`config.mk`:
```
export PLATFORM = sky130hd
export DESIGN_NAME = slotframe_next_slot_scheduler
export DESIGN_NICKNAME = d
export VERILOG_FILES = /design/src/rtl/ssch_pkg.sv /design/src/rtl/slotframe_next_slot_scheduler.sv /design/src/rtl/ssch_nmod.sv /design/src/rtl/ssch_wmod.sv /design/src/rtl/ssch_dp.sv /design/src/rtl/ssch_ctrl.sv
export SDC_FILE = /design/constraint.sdc
export NUM_CORES = 2
export LEC_CHECK = 0
export ABC_AREA = 0
export BUFFER_PORTS_ARGS = -buffer_cell sky130_fd_sc_hd__buf_4
export CAP_MARGIN = 5
export CORE_UTILIZATION = 60
export CTS_BUF_LIST = sky130_fd_sc_hd__clkbuf_8
export DETAILED_ROUTE_END_ITERATION = 12
export PLACE_DENSITY = 0.89
export REMOVE_ABC_BUFFERS = 1
export SLEW_MARGIN = 10
export SYNTH_ARGS = -nofsm -noshare
export SYNTH_HDL_FRONTEND = slang
export SYNTH_SLANG_ARGS = --single-unit
```
`constraint.sdc`:
```
create_clock -name clk -period 12.6 [get_ports clk]
set_input_delay 2.52 -clock clk [delete_from_list [all_inputs] [get_ports clk]]
set_output_delay 2.52 -clock clk [all_outputs]
set_load 0.02 [all_outputs]
```
`src/rtl/ssch_pkg.sv`:
```
// ----------------------------------------------------------------------------
// ssch_pkg: shared types and constants of the slotframe next-slot scheduler
// Field widths, mode and status codes, register indexes, and the command and
// status bundles that pass between the controller and the datapath.
// ----------------------------------------------------------------------------
package ssch_pkg;

	localparam int ID_W   = 16;
	localparam int LEN_W  = 16;
	localparam int OFS_W  = 16;
	localparam int ASN_W  = 53;
	localparam int TIME_W = 64;
	localparam int CELL_W = 16;
	localparam int REM_W  = LEN_W + 1;
	localparam int FULL_W = ASN_W + 1;
	localparam int CFG_IDX_W = 2;

	localparam int NUM_FRAMES_DEF = 8;
	localparam int NUM_SLOTS_DEF  = 8;

	localparam logic [ASN_W-1:0]  ASN_MAX      = {ASN_W{1'b1}};
	localparam logic [CELL_W-1:0] CELL_RESET   = 16'd2500;
	localparam logic [TIME_W-1:0] PERIOD_RESET = 64'd18438809997803520000;

	// Narrow remainder unit: bits of the dividend retired per cycle.
	localparam int NMOD_BITS  = 4;
	localparam int NMOD_STEPS = (ASN_W + NMOD_BITS - 1) / NMOD_BITS;
	localparam int NMOD_PAD   = NMOD_STEPS * NMOD_BITS;

	typedef enum logic [1:0] {
		MODE_ADD_FRAME = 2'd0,
		MODE_ADD_SLOT  = 2'd1,
		MODE_DEL_SLOT  = 2'd2,
		MODE_QUERY     = 2'd3
	} mode_t;

	typedef enum logic [2:0] {
		ST_OK       = 3'd0,
		ST_DUP      = 3'd1,
		ST_FULL     = 3'd2,
		ST_NOTFOUND = 3'd3,
		ST_NONE     = 3'd4
	} status_t;

	typedef enum logic [CFG_IDX_W-1:0] {
		CFG_ORIGIN = 2'd0,
		CFG_CELL   = 2'd1,
		CFG_PERIOD = 2'd2,
		CFG_SPARE  = 2'd3
	} cfg_idx_t;

	typedef struct packed {
		logic       load;
		logic       frd;
		logic       frd_owner;
		logic       fchk;
		logic       srd;
		logic       schk;
		logic       nstart;
		logic       nsel_ofs;
		logic       cap_ra;
		logic       cap_ro;
		logic       qcmp;
		logic       cap_full;
		logic       wstart;
		logic       wsel_full;
		logic       cap_ored;
		logic       cap_a;
		logic       mul_dbl;
		logic       mul_add;
		logic [3:0] bit_sel;
		logic       wr_frame;
		logic       wr_slot;
		logic       clr_slot;
		logic       emit;
		status_t    res_status;
		logic       res_query;
	} cmd_t;

	typedef struct packed {
		logic f_hit;
		logic f_free;
		logic s_match;
		logic s_free;
		logic s_used;
		logic fo_used;
		logic found;
		logic n_done;
		logic w_done;
	} stat_t;

endpackage

```
`src/rtl/slotframe_next_slot_scheduler.sv`:
```
// ----------------------------------------------------------------------------
// slotframe_next_slot_scheduler: slotframe table with next-active-slot search
// Add frame, add slot, remove slot and next-slot query over a small frame
// table and a shared slot pool, one transaction at a time.
// ----------------------------------------------------------------------------
// Add frame scans the frame table; add or remove slot scans the frame table and then
// the slot pool; a query scans the slot pool, with two narrow remainders per
// scheduled slot whose frame is in use, and once a slot is found two bit-serial
// period reductions and a shift-and-add multiply.
// One transaction at a time; busy is high meanwhile; done lasts one cycle and the
// receiver cannot stall it. Reset clears all valid marks and loads register resets.
// ----------------------------------------------------------------------------
module slotframe_next_slot_scheduler #(
	parameter int NUM_FRAMES = ssch_pkg::NUM_FRAMES_DEF,
	parameter int NUM_SLOTS  = ssch_pkg::NUM_SLOTS_DEF
) (
	input  logic                           clk,
	input  logic                           arst_n,
	// Request channel: a transaction is taken when start is high and busy low.
	input  logic                           start,
	output logic                           busy,
	input  logic [1:0]                     mode,
	input  logic [ssch_pkg::ID_W-1:0]      frame_id,
	input  logic [ssch_pkg::LEN_W-1:0]     frame_length,
	input  logic [ssch_pkg::OFS_W-1:0]     slot_index,
	input  logic [ssch_pkg::ASN_W-1:0]     query_asn,
	// Configuration write port.
	input  logic                           cfg_we,
	input  logic [ssch_pkg::CFG_IDX_W-1:0] cfg_index,
	input  logic [ssch_pkg::TIME_W-1:0]    cfg_data,
	// Result channel: one transaction per request, valid while done is high.
	output logic                           done,
	output logic [2:0]                     status,
	output logic [ssch_pkg::ID_W-1:0]      winner_frame,
	output logic [ssch_pkg::OFS_W-1:0]     winner_slot,
	output logic [ssch_pkg::ASN_W-1:0]     due_asn,
	output logic [ssch_pkg::TIME_W-1:0]    start_time_us
);
	import ssch_pkg::*;

	localparam int MAXN  = (NUM_FRAMES > NUM_SLOTS) ? NUM_FRAMES : NUM_SLOTS;
	localparam int IDX_W = (MAXN > 1) ? $clog2(MAXN) : 1;

	cmd_t             cmd;
	stat_t            stat;
	logic [IDX_W-1:0] idx;

	// The controller walks the frame table and slot pool through a shared
	// index; each entry is read into a register before it is checked.
	ssch_ctrl #(
		.NUM_FRAMES (NUM_FRAMES),
		.NUM_SLOTS  (NUM_SLOTS)
	) u_ctrl (
		.clk    (clk),
		.arst_n (arst_n),
		.start  (start),
		.mode   (mode),
		.stat   (stat),
		.cmd    (cmd),
		.idx    (idx),
		.busy   (busy)
	);

	// The datapath keeps the tables, the running best candidate (least
	// distance, then smaller frame id, then smaller offset) and the modular
	// arithmetic that turns the winning ASN into a start time.
	ssch_dp #(
		.NUM_FRAMES (NUM_FRAMES),
		.NUM_SLOTS  (NUM_SLOTS)
	) u_dp (
		.clk           (clk),
		.arst_n        (arst_n),
		.cmd           (cmd),
		.idx           (idx),
		.cfg_we        (cfg_we),
		.cfg_index     (cfg_index),
		.cfg_data      (cfg_data),
		.frame_id      (frame_id),
		.frame_length  (frame_length),
		.slot_index    (slot_index),
		.query_asn     (query_asn),
		.stat          (stat),
		.done          (done),
		.status        (status),
		.winner_frame  (winner_frame),
		.winner_slot   (winner_slot),
		.due_asn       (due_asn),
		.start_time_us (start_time_us)
	);

endmodule

```
`src/rtl/ssch_nmod.sv`:
```
// ----------------------------------------------------------------------------
// ssch_nmod: narrow iterative remainder unit
// Reduces a slot number modulo a frame length of up to 65536, retiring a few
// dividend bits per cycle by restoring subtraction.
// ----------------------------------------------------------------------------
module ssch_nmod (
	input  logic                       clk,
	input  logic                       arst_n,
	input  logic                       start,
	input  logic [ssch_pkg::ASN_W-1:0] dividend,
	input  logic [ssch_pkg::REM_W-1:0] divisor,
	output logic                       done,
	output logic [ssch_pkg::REM_W-1:0] rem
);
	import ssch_pkg::*;

	localparam int CNT_W = $clog2(NMOD_STEPS + 1);

	logic [NMOD_PAD-1:0] sh_q;
	logic [REM_W-1:0]    rem_q;
	logic [REM_W-1:0]    div_q;
	logic [CNT_W-1:0]    cnt_q;
	logic                run_q;
	logic                done_q;
	logic [NMOD_PAD-1:0] sh_d;
	logic [REM_W-1:0]    rem_d;

	always_comb begin
		logic [REM_W:0] t;
		sh_d  = sh_q;
		rem_d = rem_q;
		for (int j = 0; j < NMOD_BITS; j++) begin
			t = {rem_d, sh_d[NMOD_PAD-1]};
			if (t >= {1'b0, div_q}) begin
				t = t - {1'b0, div_q};
			end
			rem_d = t[REM_W-1:0];
			sh_d  = {sh_d[NMOD_PAD-2:0], 1'b0};
		end
	end

	always_ff @(posedge clk or negedge arst_n) begin
		if (!arst_n) begin
			run_q  <= 1'b0;
			done_q <= 1'b0;
			cnt_q  <= '0;
		end else begin
			done_q <= 1'b0;
			if (start) begin
				run_q <= 1'b1;
				cnt_q <= '0;
			end else if (run_q) begin
				cnt_q <= cnt_q + CNT_W'(1);
				if (cnt_q == CNT_W'(NMOD_STEPS - 1)) begin
					run_q  <= 1'b0;
					done_q <= 1'b1;
				end
			end
		end
	end

	always_ff @(posedge clk) begin
		if (start) begin
			sh_q  <= NMOD_PAD'(dividend);
			rem_q <= '0;
			div_q <= divisor;
		end else if (run_q) begin
			sh_q  <= sh_d;
			rem_q <= rem_d;
		end
	end

	assign done = done_q;
	assign rem  = rem_q;

endmodule

```
`src/rtl/ssch_wmod.sv`:
```
// ----------------------------------------------------------------------------
// ssch_wmod: wide bit-serial remainder unit
// Reduces a 64-bit value modulo the timestamp period, one bit per cycle.
// A period of zero stands for 2^64 and returns the value unchanged.
// ----------------------------------------------------------------------------
module ssch_wmod (
	input  logic                        clk,
	input  logic                        arst_n,
	input  logic                        start,
	input  logic [ssch_pkg::TIME_W-1:0] dividend,
	input  logic [ssch_pkg::TIME_W-1:0] divisor,
	output logic                        done,
	output logic [ssch_pkg::TIME_W-1:0] rem
);
	import ssch_pkg::*;

	localparam int CNT_W = $clog2(TIME_W + 1);

	logic [TIME_W-1:0] sh_q;
	logic [TIME_W-1:0] rem_q;
	logic [TIME_W-1:0] div_q;
	logic [CNT_W-1:0]  cnt_q;
	logic              run_q;
	logic              done_q;
	logic [TIME_W:0]   t;
	logic [TIME_W:0]   t_sub;

	assign t     = {rem_q, sh_q[TIME_W-1]};
	assign t_sub = (t >= {1'b0, div_q}) ? t - {1'b0, div_q} : t;

	always_ff @(posedge clk or negedge arst_n) begin
		if (!arst_n) begin
			run_q  <= 1'b0;
			done_q <= 1'b0;
			cnt_q  <= '0;
		end else begin
			done_q <= 1'b0;
			if (start) begin
				run_q <= 1'b1;
				cnt_q <= '0;
			end else if (run_q) begin
				cnt_q <= cnt_q + CNT_W'(1);
				if (cnt_q == CNT_W'(TIME_W - 1)) begin
					run_q  <= 1'b0;
					done_q <= 1'b1;
				end
			end
		end
	end

	always_ff @(posedge clk) begin
		if (start) begin
			sh_q  <= dividend;
			rem_q <= '0;
			div_q <= divisor;
		end else if (run_q) begin
			sh_q  <= {sh_q[TIME_W-2:0], 1'b0};
			rem_q <= t_sub[TIME_W-1:0];
		end
	end

	assign done = done_q;
	assign rem  = rem_q;

endmodule

```
`src/rtl/ssch_dp.sv`:
```
// ----------------------------------------------------------------------------
// ssch_dp: scheduler datapath
// Holds the configuration, the frame table and slot pool, the scan flags, the
// distance compare, the modular start-time arithmetic and the result registers.
// ----------------------------------------------------------------------------
module ssch_dp #(
	parameter int NUM_FRAMES = ssch_pkg::NUM_FRAMES_DEF,
	parameter int NUM_SLOTS  = ssch_pkg::NUM_SLOTS_DEF,
	localparam int MAXN  = (NUM_FRAMES > NUM_SLOTS) ? NUM_FRAMES : NUM_SLOTS,
	localparam int IDX_W = (MAXN > 1) ? $clog2(MAXN) : 1
) (
	input  logic                           clk,
	input  logic                           arst_n,
	input  ssch_pkg::cmd_t                 cmd,
	input  logic [IDX_W-1:0]               idx,
	input  logic                           cfg_we,
	input  logic [ssch_pkg::CFG_IDX_W-1:0] cfg_index,
	input  logic [ssch_pkg::TIME_W-1:0]    cfg_data,
	input  logic [ssch_pkg::ID_W-1:0]      frame_id,
	input  logic [ssch_pkg::LEN_W-1:0]     frame_length,
	input  logic [ssch_pkg::OFS_W-1:0]     slot_index,
	input  logic [ssch_pkg::ASN_W-1:0]     query_asn,
	output ssch_pkg::stat_t                stat,
	output logic                           done,
	output logic [2:0]                     status,
	output logic [ssch_pkg::ID_W-1:0]      winner_frame,
	output logic [ssch_pkg::OFS_W-1:0]     winner_slot,
	output logic [ssch_pkg::ASN_W-1:0]     due_asn,
	output logic [ssch_pkg::TIME_W-1:0]    start_time_us
);
	import ssch_pkg::*;

	localparam int FIDX_W = (NUM_FRAMES > 1) ? $clog2(NUM_FRAMES) : 1;
	localparam int SIDX_W = (NUM_SLOTS > 1) ? $clog2(NUM_SLOTS) : 1;

	// Configuration.
	logic [TIME_W-1:0] origin_q;
	logic [CELL_W-1:0] cell_q;
	logic [TIME_W-1:0] period_q;

	// Latched request.
	logic [ID_W-1:0]  fid_q;
	logic [LEN_W-1:0] flen_q;
	logic [OFS_W-1:0] sidx_q;
	logic [ASN_W-1:0] asn_q;

	// Tables.
	logic [NUM_FRAMES-1:0] frame_used_q;
	logic [NUM_SLOTS-1:0]  slot_used_q;
	logic [ID_W-1:0]       fid_mem  [NUM_FRAMES];
	logic [LEN_W-1:0]      fsz_mem  [NUM_FRAMES];
	logic [FIDX_W-1:0]     sown_mem [NUM_SLOTS];
	logic [OFS_W-1:0]      sofs_mem [NUM_SLOTS];
	logic [ID_W-1:0]       frd_id_q;
	logic [LEN_W-1:0]      frd_sz_q;
	logic [FIDX_W-1:0]     srd_own_q;
	logic [OFS_W-1:0]      srd_ofs_q;

	// Scan flags.
	logic              hit_q;
	logic [FIDX_W-1:0] hit_idx_q;
	logic              ffree_q;
	logic [FIDX_W-1:0] ffree_idx_q;
	logic              smatch_q;
	logic [SIDX_W-1:0] smatch_idx_q;
	logic              sfree_q;
	logic [SIDX_W-1:0] sfree_idx_q;

	// Query search.
	logic              found_q;
	logic [REM_W-1:0]  bd_q;
	logic [ID_W-1:0]   bid_q;
	logic [OFS_W-1:0]  bofs_q;
	logic [REM_W-1:0]  ra_q;
	logic [REM_W-1:0]  ro_q;
	logic [FULL_W-1:0] full_q;
	logic [TIME_W-1:0] ored_q;
	logic [TIME_W-1:0] a_q;
	logic [TIME_W-1:0] r_q;

	// Results.
	logic              done_q;
	status_t           status_q;
	logic [ID_W-1:0]   wf_q;
	logic [OFS_W-1:0]  ws_q;
	logic [ASN_W-1:0]  nasn_q;
	logic [TIME_W-1:0] tstart_q;

	logic [FIDX_W-1:0] fa;
	logic [SIDX_W-1:0] sa;
	logic [FIDX_W-1:0] faddr;
	logic [REM_W-1:0]  len;
	logic              n_done;
	logic [REM_W-1:0]  n_rem;
	logic              w_done;
	logic [TIME_W-1:0] w_rem;
	logic [REM_W:0]    d_wide;
	logic [REM_W-1:0]  fwd_dist;
	logic              better;
	logic [TIME_W-1:0] add_x;
	logic [TIME_W-1:0] add_y;
	logic [TIME_W:0]   add_sum;
	logic [TIME_W-1:0] add_res;
	logic              f_match;
	logic              s_match;

	assign fa    = idx[FIDX_W-1:0];
	assign sa    = idx[SIDX_W-1:0];
	assign faddr = cmd.frd_owner ? srd_own_q : fa;
	assign len   = (frd_sz_q == '0) ? REM_W'(1 << LEN_W) : {1'b0, frd_sz_q};

	always_ff @(posedge clk or negedge arst_n) begin
		if (!arst_n) begin
			origin_q <= '0;
			cell_q   <= CELL_RESET;
			period_q <= PERIOD_RESET;
		end else if (cfg_we) begin
			unique case (cfg_idx_t'(cfg_index))
				CFG_ORIGIN: origin_q <= cfg_data;
				CFG_CELL:   cell_q   <= cfg_data[CELL_W-1:0];
				CFG_PERIOD: period_q <= cfg_data;
				default:    ;
			endcase
		end
	end

	always_ff @(posedge clk) begin
		if (cmd.load) begin
			fid_q  <= frame_id;
			flen_q <= frame_length;
			sidx_q <= slot_index;
			asn_q  <= query_asn;
		end
	end

	// Frame table and slot pool, with registered reads.
	always_ff @(posedge clk) begin
		if (cmd.wr_frame) begin
			fid_mem[ffree_idx_q] <= fid_q;
			fsz_mem[ffree_idx_q] <= flen_q;
		end
		if (cmd.frd) begin
			frd_id_q <= fid_mem[faddr];
			frd_sz_q <= fsz_mem[faddr];
		end
		if (cmd.wr_slot) begin
			sown_mem[sfree_idx_q] <= hit_idx_q;
			sofs_mem[sfree_idx_q] <= sidx_q;
		end
		if (cmd.srd) begin
			srd_own_q <= sown_mem[sa];
			srd_ofs_q <= sofs_mem[sa];
		end
	end

	always_ff @(posedge clk or negedge arst_n) begin
		if (!arst_n) begin
			frame_used_q <= '0;
			slot_used_q  <= '0;
		end else begin
			if (cmd.wr_frame) begin
				frame_used_q[ffree_idx_q] <= 1'b1;
			end
			if (cmd.wr_slot) begin
				slot_used_q[sfree_idx_q] <= 1'b1;
			end
			if (cmd.clr_slot) begin
				slot_used_q[smatch_idx_q] <= 1'b0;
			end
		end
	end

	assign f_match = frame_used_q[fa] && (frd_id_q == fid_q);
	assign s_match = slot_used_q[sa] && (srd_own_q == hit_idx_q) && (srd_ofs_q == sidx_q);

	always_ff @(posedge clk or negedge arst_n) begin
		if (!arst_n) begin
			hit_q    <= 1'b0;
			ffree_q  <= 1'b0;
			smatch_q <= 1'b0;
			sfree_q  <= 1'b0;
			found_q  <= 1'b0;
		end else if (cmd.load) begin
			hit_q    <= 1'b0;
			ffree_q  <= 1'b0;
			smatch_q <= 1'b0;
			sfree_q  <= 1'b0;
			found_q  <= 1'b0;
		end else begin
			if (cmd.fchk) begin
				if (!hit_q && f_match) begin
					hit_q <= 1'b1;
				end
				if (!ffree_q && !frame_used_q[fa]) begin
					ffree_q <= 1'b1;
				end
			end
			if (cmd.schk) begin
				if (!smatch_q && s_match) begin
					smatch_q <= 1'b1;
				end
				if (!sfree_q && !slot_used_q[sa]) begin
					sfree_q <= 1'b1;
				end
			end
			if (cmd.qcmp && better) begin
				found_q <= 1'b1;
			end
		end
	end

	always_ff @(posedge clk) begin
		if (cmd.fchk && !hit_q && f_match) begin
			hit_idx_q <= fa;
		end
		if (cmd.fchk && !ffree_q && !frame_used_q[fa]) begin
			ffree_idx_q <= fa;
		end
		if (cmd.schk && !smatch_q && s_match) begin
			smatch_idx_q <= sa;
		end
		if (cmd.schk && !sfree_q && !slot_used_q[sa]) begin
			sfree_idx_q <= sa;
		end
	end

	ssch_nmod u_nmod (
		.clk      (clk),
		.arst_n   (arst_n),
		.start    (cmd.nstart),
		.dividend (cmd.nsel_ofs ? ASN_W'(srd_ofs_q) : asn_q),
		.divisor  (len),
		.done     (n_done),
		.rem      (n_rem)
	);

	ssch_wmod u_wmod (
		.clk      (clk),
		.arst_n   (arst_n),
		.start    (cmd.wstart),
		.dividend (cmd.wsel_full ? TIME_W'(full_q) : origin_q),
		.divisor  (period_q),
		.done     (w_done),
		.rem      (w_rem)
	);

	// Forward distance from the reduced ASN to the reduced offset.
	assign d_wide   = (ro_q >= ra_q) ? {1'b0, ro_q} - {1'b0, ra_q}
	                                 : {1'b0, ro_q} + {1'b0, len} - {1'b0, ra_q};
	assign fwd_dist = d_wide[REM_W-1:0];
	assign better   = !found_q || (fwd_dist < bd_q) ||
	                  ((fwd_dist == bd_q) && (frd_id_q < bid_q)) ||
	                  ((fwd_dist == bd_q) && (frd_id_q == bid_q) && (srd_ofs_q < bofs_q));

	// Shared modular adder; both operands are already below the period.
	assign add_x   = cmd.emit ? ored_q : r_q;
	assign add_y   = cmd.mul_add ? a_q : r_q;
	assign add_sum = {1'b0, add_x} + {1'b0, add_y};
	always_comb begin
		if (period_q == '0) begin
			add_res = add_sum[TIME_W-1:0];
		end else if (add_sum >= {1'b0, period_q}) begin
			add_res = TIME_W'(add_sum - {1'b0, period_q});
		end else begin
			add_res = add_sum[TIME_W-1:0];
		end
	end

	always_ff @(posedge clk) begin
		if (cmd.cap_ra) begin
			ra_q <= n_rem;
		end
		if (cmd.cap_ro) begin
			ro_q <= n_rem;
		end
		if (cmd.qcmp && better) begin
			bd_q   <= fwd_dist;
			bid_q  <= frd_id_q;
			bofs_q <= srd_ofs_q;
		end
		if (cmd.cap_full) begin
			full_q <= FULL_W'(asn_q) + FULL_W'(bd_q);
		end
		if (cmd.cap_ored) begin
			ored_q <= w_rem;
		end
		if (cmd.cap_a) begin
			a_q <= w_rem;
			r_q <= '0;
		end else if (cmd.mul_dbl) begin
			r_q <= add_res;
		end else if (cmd.mul_add && cell_q[cmd.bit_sel]) begin
			r_q <= add_res;
		end
	end

	always_ff @(posedge clk or negedge arst_n) begin
		if (!arst_n) begin
			done_q <= 1'b0;
		end else begin
			done_q <= cmd.emit;
		end
	end

	always_ff @(posedge clk) begin
		if (cmd.emit) begin
			status_q <= cmd.res_status;
			wf_q     <= '0;
			ws_q     <= '0;
			nasn_q   <= '0;
			tstart_q <= '0;
			if (cmd.res_query && (cmd.res_status == ST_OK)) begin
				wf_q     <= bid_q;
				ws_q     <= bofs_q;
				nasn_q   <= full_q[FULL_W-1] ? ASN_MAX : full_q[ASN_W-1:0];
				tstart_q <= add_res;
			end else if (cmd.res_query) begin
				tstart_q <= '1;
			end
		end
	end

	assign stat.f_hit   = hit_q;
	assign stat.f_free  = ffree_q;
	assign stat.s_match = smatch_q;
	assign stat.s_free  = sfree_q;
	assign stat.s_used  = slot_used_q[sa];
	assign stat.fo_used = frame_used_q[srd_own_q];
	assign stat.found   = found_q;
	assign stat.n_done  = n_done;
	assign stat.w_done  = w_done;

	assign done          = done_q;
	assign status        = status_q;
	assign winner_frame  = wf_q;
	assign winner_slot   = ws_q;
	assign due_asn       = nasn_q;
	assign start_time_us = tstart_q;

endmodule

```
`src/rtl/ssch_ctrl.sv`:
```
// ----------------------------------------------------------------------------
// ssch_ctrl: scheduler controller
// Sequences table scans, the per-slot distance computation and the modular
// start-time multiply, and issues one result per request.
// ----------------------------------------------------------------------------
module ssch_ctrl #(
	parameter int NUM_FRAMES = ssch_pkg::NUM_FRAMES_DEF,
	parameter int NUM_SLOTS  = ssch_pkg::NUM_SLOTS_DEF,
	localparam int MAXN  = (NUM_FRAMES > NUM_SLOTS) ? NUM_FRAMES : NUM_SLOTS,
	localparam int IDX_W = (MAXN > 1) ? $clog2(MAXN) : 1
) (
	input  logic             clk,
	input  logic             arst_n,
	input  logic             start,
	input  logic [1:0]       mode,
	input  ssch_pkg::stat_t  stat,
	output ssch_pkg::cmd_t   cmd,
	output logic [IDX_W-1:0] idx,
	output logic             busy
);
	import ssch_pkg::*;

	typedef enum logic [15:0] {
		S_IDLE  = 16'h0001,
		S_FRD   = 16'h0002,
		S_FCHK  = 16'h0004,
		S_FPOST = 16'h0008,
		S_SRD   = 16'h0010,
		S_SCHK  = 16'h0020,
		S_SPOST = 16'h0040,
		S_QF    = 16'h0080,
		S_QWA   = 16'h0100,
		S_QWO   = 16'h0200,
		S_QCMP  = 16'h0400,
		S_QPOST = 16'h0800,
		S_TOW   = 16'h1000,
		S_TFW   = 16'h2000,
		S_TMUL  = 16'h4000,
		S_TFIN  = 16'h8000
	} state_t;

	state_t           state_q, state_d;
	logic [IDX_W-1:0] idx_q, idx_d;
	mode_t            mode_q, mode_d;
	logic [3:0]       bit_q, bit_d;
	logic             ph_q, ph_d;
	logic             last_f;
	logic             last_s;

	assign last_f = (idx_q == IDX_W'(NUM_FRAMES - 1));
	assign last_s = (idx_q == IDX_W'(NUM_SLOTS - 1));

	always_comb begin
		state_d     = state_q;
		idx_d       = idx_q;
		mode_d      = mode_q;
		bit_d       = bit_q;
		ph_d        = ph_q;
		cmd         = '0;
		cmd.bit_sel = bit_q;
		unique case (state_q)
			S_IDLE: begin
				if (start) begin
					cmd.load = 1'b1;
					mode_d   = mode_t'(mode);
					idx_d    = '0;
					state_d  = (mode_t'(mode) == MODE_QUERY) ? S_SRD : S_FRD;
				end
			end
			S_FRD: begin
				cmd.frd = 1'b1;
				state_d = S_FCHK;
			end
			S_FCHK: begin
				cmd.fchk = 1'b1;
				if (last_f) begin
					state_d = S_FPOST;
				end else begin
					idx_d   = idx_q + IDX_W'(1);
					state_d = S_FRD;
				end
			end
			S_FPOST: begin
				if (mode_q == MODE_ADD_FRAME) begin
					cmd.emit = 1'b1;
					state_d  = S_IDLE;
					if (stat.f_hit) begin
						cmd.res_status = ST_DUP;
					end else if (stat.f_free) begin
						cmd.wr_frame   = 1'b1;
						cmd.res_status = ST_OK;
					end else begin
						cmd.res_status = ST_FULL;
					end
				end else if (!stat.f_hit) begin
					cmd.emit       = 1'b1;
					cmd.res_status = ST_NOTFOUND;
					state_d        = S_IDLE;
				end else begin
					idx_d   = '0;
					state_d = S_SRD;
				end
			end
			S_SRD: begin
				cmd.srd = 1'b1;
				state_d = S_SCHK;
			end
			S_SCHK: begin
				if (mode_q == MODE_QUERY) begin
					if (stat.s_used) begin
						cmd.frd       = 1'b1;
						cmd.frd_owner = 1'b1;
						state_d       = S_QF;
					end else if (last_s) begin
						state_d = S_QPOST;
					end else begin
						idx_d   = idx_q + IDX_W'(1);
						state_d = S_SRD;
					end
				end else begin
					cmd.schk = 1'b1;
					if (last_s) begin
						state_d = S_SPOST;
					end else begin
						idx_d   = idx_q + IDX_W'(1);
						state_d = S_SRD;
					end
				end
			end
			S_SPOST: begin
				cmd.emit = 1'b1;
				state_d  = S_IDLE;
				if (mode_q == MODE_ADD_SLOT) begin
					if (stat.s_match) begin
						cmd.res_status = ST_DUP;
					end else if (stat.s_free) begin
						cmd.wr_slot    = 1'b1;
						cmd.res_status = ST_OK;
					end else begin
						cmd.res_status = ST_FULL;
					end
				end else if (stat.s_match) begin
					cmd.clr_slot   = 1'b1;
					cmd.res_status = ST_OK;
				end else begin
					cmd.res_status = ST_NOTFOUND;
				end
			end
			S_QF: begin
				if (stat.fo_used) begin
					cmd.nstart = 1'b1;
					state_d    = S_QWA;
				end else if (last_s) begin
					state_d = S_QPOST;
				end else begin
					idx_d   = idx_q + IDX_W'(1);
					state_d = S_SRD;
				end
			end
			S_QWA: begin
				if (stat.n_done) begin
					cmd.cap_ra   = 1'b1;
					cmd.nstart   = 1'b1;
					cmd.nsel_ofs = 1'b1;
					state_d      = S_QWO;
				end
			end
			S_QWO: begin
				if (stat.n_done) begin
					cmd.cap_ro = 1'b1;
					state_d    = S_QCMP;
				end
			end
			S_QCMP: begin
				cmd.qcmp = 1'b1;
				if (last_s) begin
					state_d = S_QPOST;
				end else begin
					idx_d   = idx_q + IDX_W'(1);
					state_d = S_SRD;
				end
			end
			S_QPOST: begin
				if (!stat.found) begin
					cmd.emit       = 1'b1;
					cmd.res_status = ST_NONE;
					cmd.res_query  = 1'b1;
					state_d        = S_IDLE;
				end else begin
					cmd.cap_full = 1'b1;
					cmd.wstart   = 1'b1;
					state_d      = S_TOW;
				end
			end
			S_TOW: begin
				if (stat.w_done) begin
					cmd.cap_ored  = 1'b1;
					cmd.wstart    = 1'b1;
					cmd.wsel_full = 1'b1;
					state_d       = S_TFW;
				end
			end
			S_TFW: begin
				if (stat.w_done) begin
					cmd.cap_a = 1'b1;
					bit_d     = 4'd15;
					ph_d      = 1'b0;
					state_d   = S_TMUL;
				end
			end
			S_TMUL: begin
				if (!ph_q) begin
					cmd.mul_dbl = 1'b1;
					ph_d        = 1'b1;
				end else begin
					cmd.mul_add = 1'b1;
					ph_d        = 1'b0;
					if (bit_q == 4'd0) begin
						state_d = S_TFIN;
					end else begin
						bit_d = bit_q - 4'd1;
					end
				end
			end
			S_TFIN: begin
				cmd.emit       = 1'b1;
				cmd.res_status = ST_OK;
				cmd.res_query  = 1'b1;
				state_d        = S_IDLE;
			end
			default: begin
				state_d = S_IDLE;
			end
		endcase
	end

	always_ff @(posedge clk or negedge arst_n) begin
		if (!arst_n) begin
			state_q <= S_IDLE;
			idx_q   <= '0;
			mode_q  <= MODE_ADD_FRAME;
			bit_q   <= '0;
			ph_q    <= 1'b0;
		end else begin
			state_q <= state_d;
			idx_q   <= idx_d;
			mode_q  <= mode_d;
			bit_q   <= bit_d;
			ph_q    <= ph_d;
		end
	end

	assign idx  = idx_q;
	assign busy = (state_q != S_IDLE);

endmodule
```
==> run_results.csv <==
group,metric,value,unit
sta,min_period_over_period,0.939,
clocking,htree_levels,4,
clocking,clock_sinks,1542,
synthesis,ys.flop_type,"edfxtp_1",
synthesis,synth_area,79600,sq um
synthesis,muxShareOfSynthArea,0.0752,
synthesis,synth_cells,7133,
global_routing,grt_usage,0.347,
sta,fin_ws,0.763,ns
drt,ant_nets,0,
drt,via_count,60500,
pwr,p_per_area,130,nW/um^2
floorplan,rows,133,
global_routing,grt_pass1_wl,354,mm
worst_setup_path,arrival,12.67,ns
synthesis,yosys.area.top_type,"edfxtp_1",
finish,design_area,88800,sq um
clocking,post_cts_buffers,0,
synthesis,synth.distinct_cells,91,
clocking,numCtsBuffers,237,
finish,layout_common_cells,"edfxtp_1, nand2_1, nor2_1",
finish,fin_cells,9403,
pwr,p_leak,37.1,nW
run_status,status,"complete, no violations",
sta,skew,0.109,ns
clocking,cts_root_buf,"clkbuf_8",
worst_setup_path,worstSetupEndpointType,"flip-flop",
synthesis,synth_top_family_by_area,"simple AND/OR/NAND/NOR gates",
sta,tightest_slew,1.22,ns
worst_setup_path,crit_path_max_fanout,20,
placement,dp.cells,8945,
sta,slew_headroom,0.165,
sta,setup-violations-final,0,
floorplan,pin_count,327,
drt,drc,0,
finish,syn_to_final_growth,11.5,%
synthesis,synth-compound-area-share,0.117,
clocking,clk_latency,1.05,ns
worst_setup_path,critPathMostFrequentCell,"o21ai_0",
finish,drive_above_1_share,0.147,
global_routing,overflow,0,
sta,final_max_slew_viol_count,0,
placement,post-place-ws,1.17,ns
clocking,clockBufferDepth,3,
synthesis,yosys_register_bits,1542,
synthesis,synth_simple_gate_area_frac,0.120,
worst_setup_path,max_stage_delay,0.75,ns
sta,finalHoldViolations,0,
synthesis,synth_top_area_share,0.448,
drt,avgRoutedWirePerCell,25.3,um
synthesis,synthTopCellsByArea,"edfxtp_1, dfrtp_1, ha_1",
worst_setup_path,cpMaxStageDelayCell,"o31ai_4",
placement,port_buffers,326,
synthesis,ys_seq_area_frac,0.550,
global_routing,grt_pass1_vias,59000,
worst_setup_path,r2r_start,"u_dp.u_nmod.div_q[1]$_DFFE_PP_",
synthesis,synthAdderAreaFrac,0.0639,
worst_setup_path,reg2reg_slack,0.76,ns
sta,fmax,84.5,MHz
worst_setup_path,crit_start,"u_dp.u_nmod.div_q[1]$_DFFE_PP_",
placement,hpwl,165,mm
clocking,ctsResizeCount,0,
floorplan,die_h,366,um
floorplan,die_area,134000,sq um
worst_hold_path,hold_class,"flip-flop to flip-flop",
synthesis,ys.warnings.count,0,
finish,nets,7994,
clocking,clk_pin_slew,0.07,ns
worst_setup_path,start_kind,"flip-flop",
clocking,cts_tree,"done",
sta,period_needed,11.84,ns
global_routing,antenna_found_initial,9,
clocking,cts_hold_buf,0,
placement,post_dp_cell_area,83800,sq um
pwr,peakVddDrop,170,uV
synthesis,syn_area_per_cell,11.2,sq um
worst_setup_path,cp.required,13.44,ns
global_routing,grt_start_max_net_pins,104,
synthesis,synth_edf_count,1187,
floorplan,start_util,0.605,
drt,routed_via_density,6.43,
worst_hold_path,hold_depth,1,
worst_setup_path,timing.rr.end,"u_dp.u_nmod.rem[3]$_SDFFE_PP0P_",
floorplan,fp.coreArea,132000,sq um
floorplan,dieWidth,366,um
drt,wl,238,mm
run,cap_violations,0,
synthesis,synth_xor_xnor_area_share,0.0378,
worst_hold_path,min_to,"u_dp.u_wmod.done$_DFF_PN0_",
worst_setup_path,reg2reg_depth,42,
synthesis,async_flop_share,0.134,
sta,fin_setup_tns,0,ns
placement,finalWeightedCongestion,1.03,
finish,final_common_cell,"edfxtp_1",
worst_setup_path,worst-setup-path-type,"flip-flop to flip-flop",
sta,rsz0062_at_grt,"no",
drt,drt-initial-drc-count,8675,
drt,detail_route.first_pass.iterations,8,
worst_hold_path,min_from,"u_dp.u_wmod.cnt_q[6]$_DFFE_PN0P_",
[critical path: cells and delay by family (launching register included)]
family	cells	cell delay [ns]
buffers and inverters	5	1.02
muxes	1	0.24
AOI/OAI and AO/OA	23	6.13
and+or+nand+nor	9	2.22
adders and majority gates	4	1.63
DFF	1	0.42
[worst max path at each step]
stage                                        to  cells past startpoint
5_1_grt        u_dp.u_nmod.rem[14]$_SDFFE_PP0P_                     43
3_3_place_gp   u_dp.u_nmod.rem[15]$_SDFFE_PP0P_                     41
3_5_place_dp    u_dp.u_nmod.rem[7]$_SDFFE_PP0P_                     43
6_report        u_dp.u_nmod.rem[3]$_SDFFE_PP0P_                     42
2_1_floorplan   u_dp.start_time_us[3]$_DFFE_PP_                     30
4_1_cts         u_dp.u_nmod.rem[3]$_SDFFE_PP0P_                     43
[state kept, by name (all words and copies together), names as in the netlist, 56 cells and up]
name                flops
u_dp.a_q               64
u_dp.origin_q          64
u_dp.period_q          64
u_dp.u_wmod.sh_q       64
u_dp.r_q               64
u_dp.fid_mem          128
u_dp.u_nmod.sh_q       56
u_dp.fsz_mem          128
u_dp.u_wmod.rem        64
u_dp.sofs_mem         128
u_dp.ored_q            64
u_dp.u_wmod.div_q      64
u_dp.start_time_us     64
[cells by family (layout without fill, tap and decap cells)]
logic type / after synthesis / in the layout
buf+inv: 745 / 1253
mux: 506 / 506
xor+xnor: 344 / 344
flops: 1542 / 1542
simple gates: 2102 / 2102
other cells: 0 / 7
compound gates: 1502 / 1502
fa+ha+maj: 392 / 392
[per-layer routing]
layer / vias to the layer above / track usage / routed length (um)
met4: 4 / 0.188 / 13700
met3: 763 / 0.0653 / 26000
met2: 4015 / 0.541 / 109000
met5: - / 0 / 56
li1: 26600 / - / -
met1: 29100 / 0.461 / 89800
[synth_stat cells (all sizes together), types with 95 or more instances]
cell type and number:
edfxtp 1187, nand2 843, nor2 485, o21ai 448, a21oi 438, inv 401
ha 367, clkbuf 291, nand3 247, mux2 245, mux2i 212, xnor2 193
dfrtp 185, xor2 151, dfxtp 148, a21o 145, nand4 95
[where the power goes]
group	total (mW)	leakage (nW)	switching (mW)	internal, mW
sequential	6.08	15.1	0.305	5.78
combinational	1.07	19.2	0.654	0.412
clock	4.41	2.83	2.14	2.27
[final cells by class]
cell class / instances / area, sq um
Sequential cell: 1542 / 43800
Inverter: 401 / 1510
Tap cell: 1755 / 2200
Clock buffer: 257 / 3540
Antenna cell: 7 / 17.5
Fill cell: 8884 / 42800
Multi-Input combinational cell: 4846 / 33200
Clock inverter: 194 / 1480
Timing Repair Buffer: 401 / 3030
[through the flow]
step	power (mW)	utilization	hold slack, ns
6_report	11.6	0.675	0.400
3_3_place_gp	7.12	0.636	0.459
4_1_cts	11.5	0.674	0.412
5_1_grt	11.8	0.674	0.459
3_5_place_dp	7.18	0.636	0.476
2_1_floorplan	6.73	-	0.436
No activity file was read; power rests on OpenSTA's default activity.
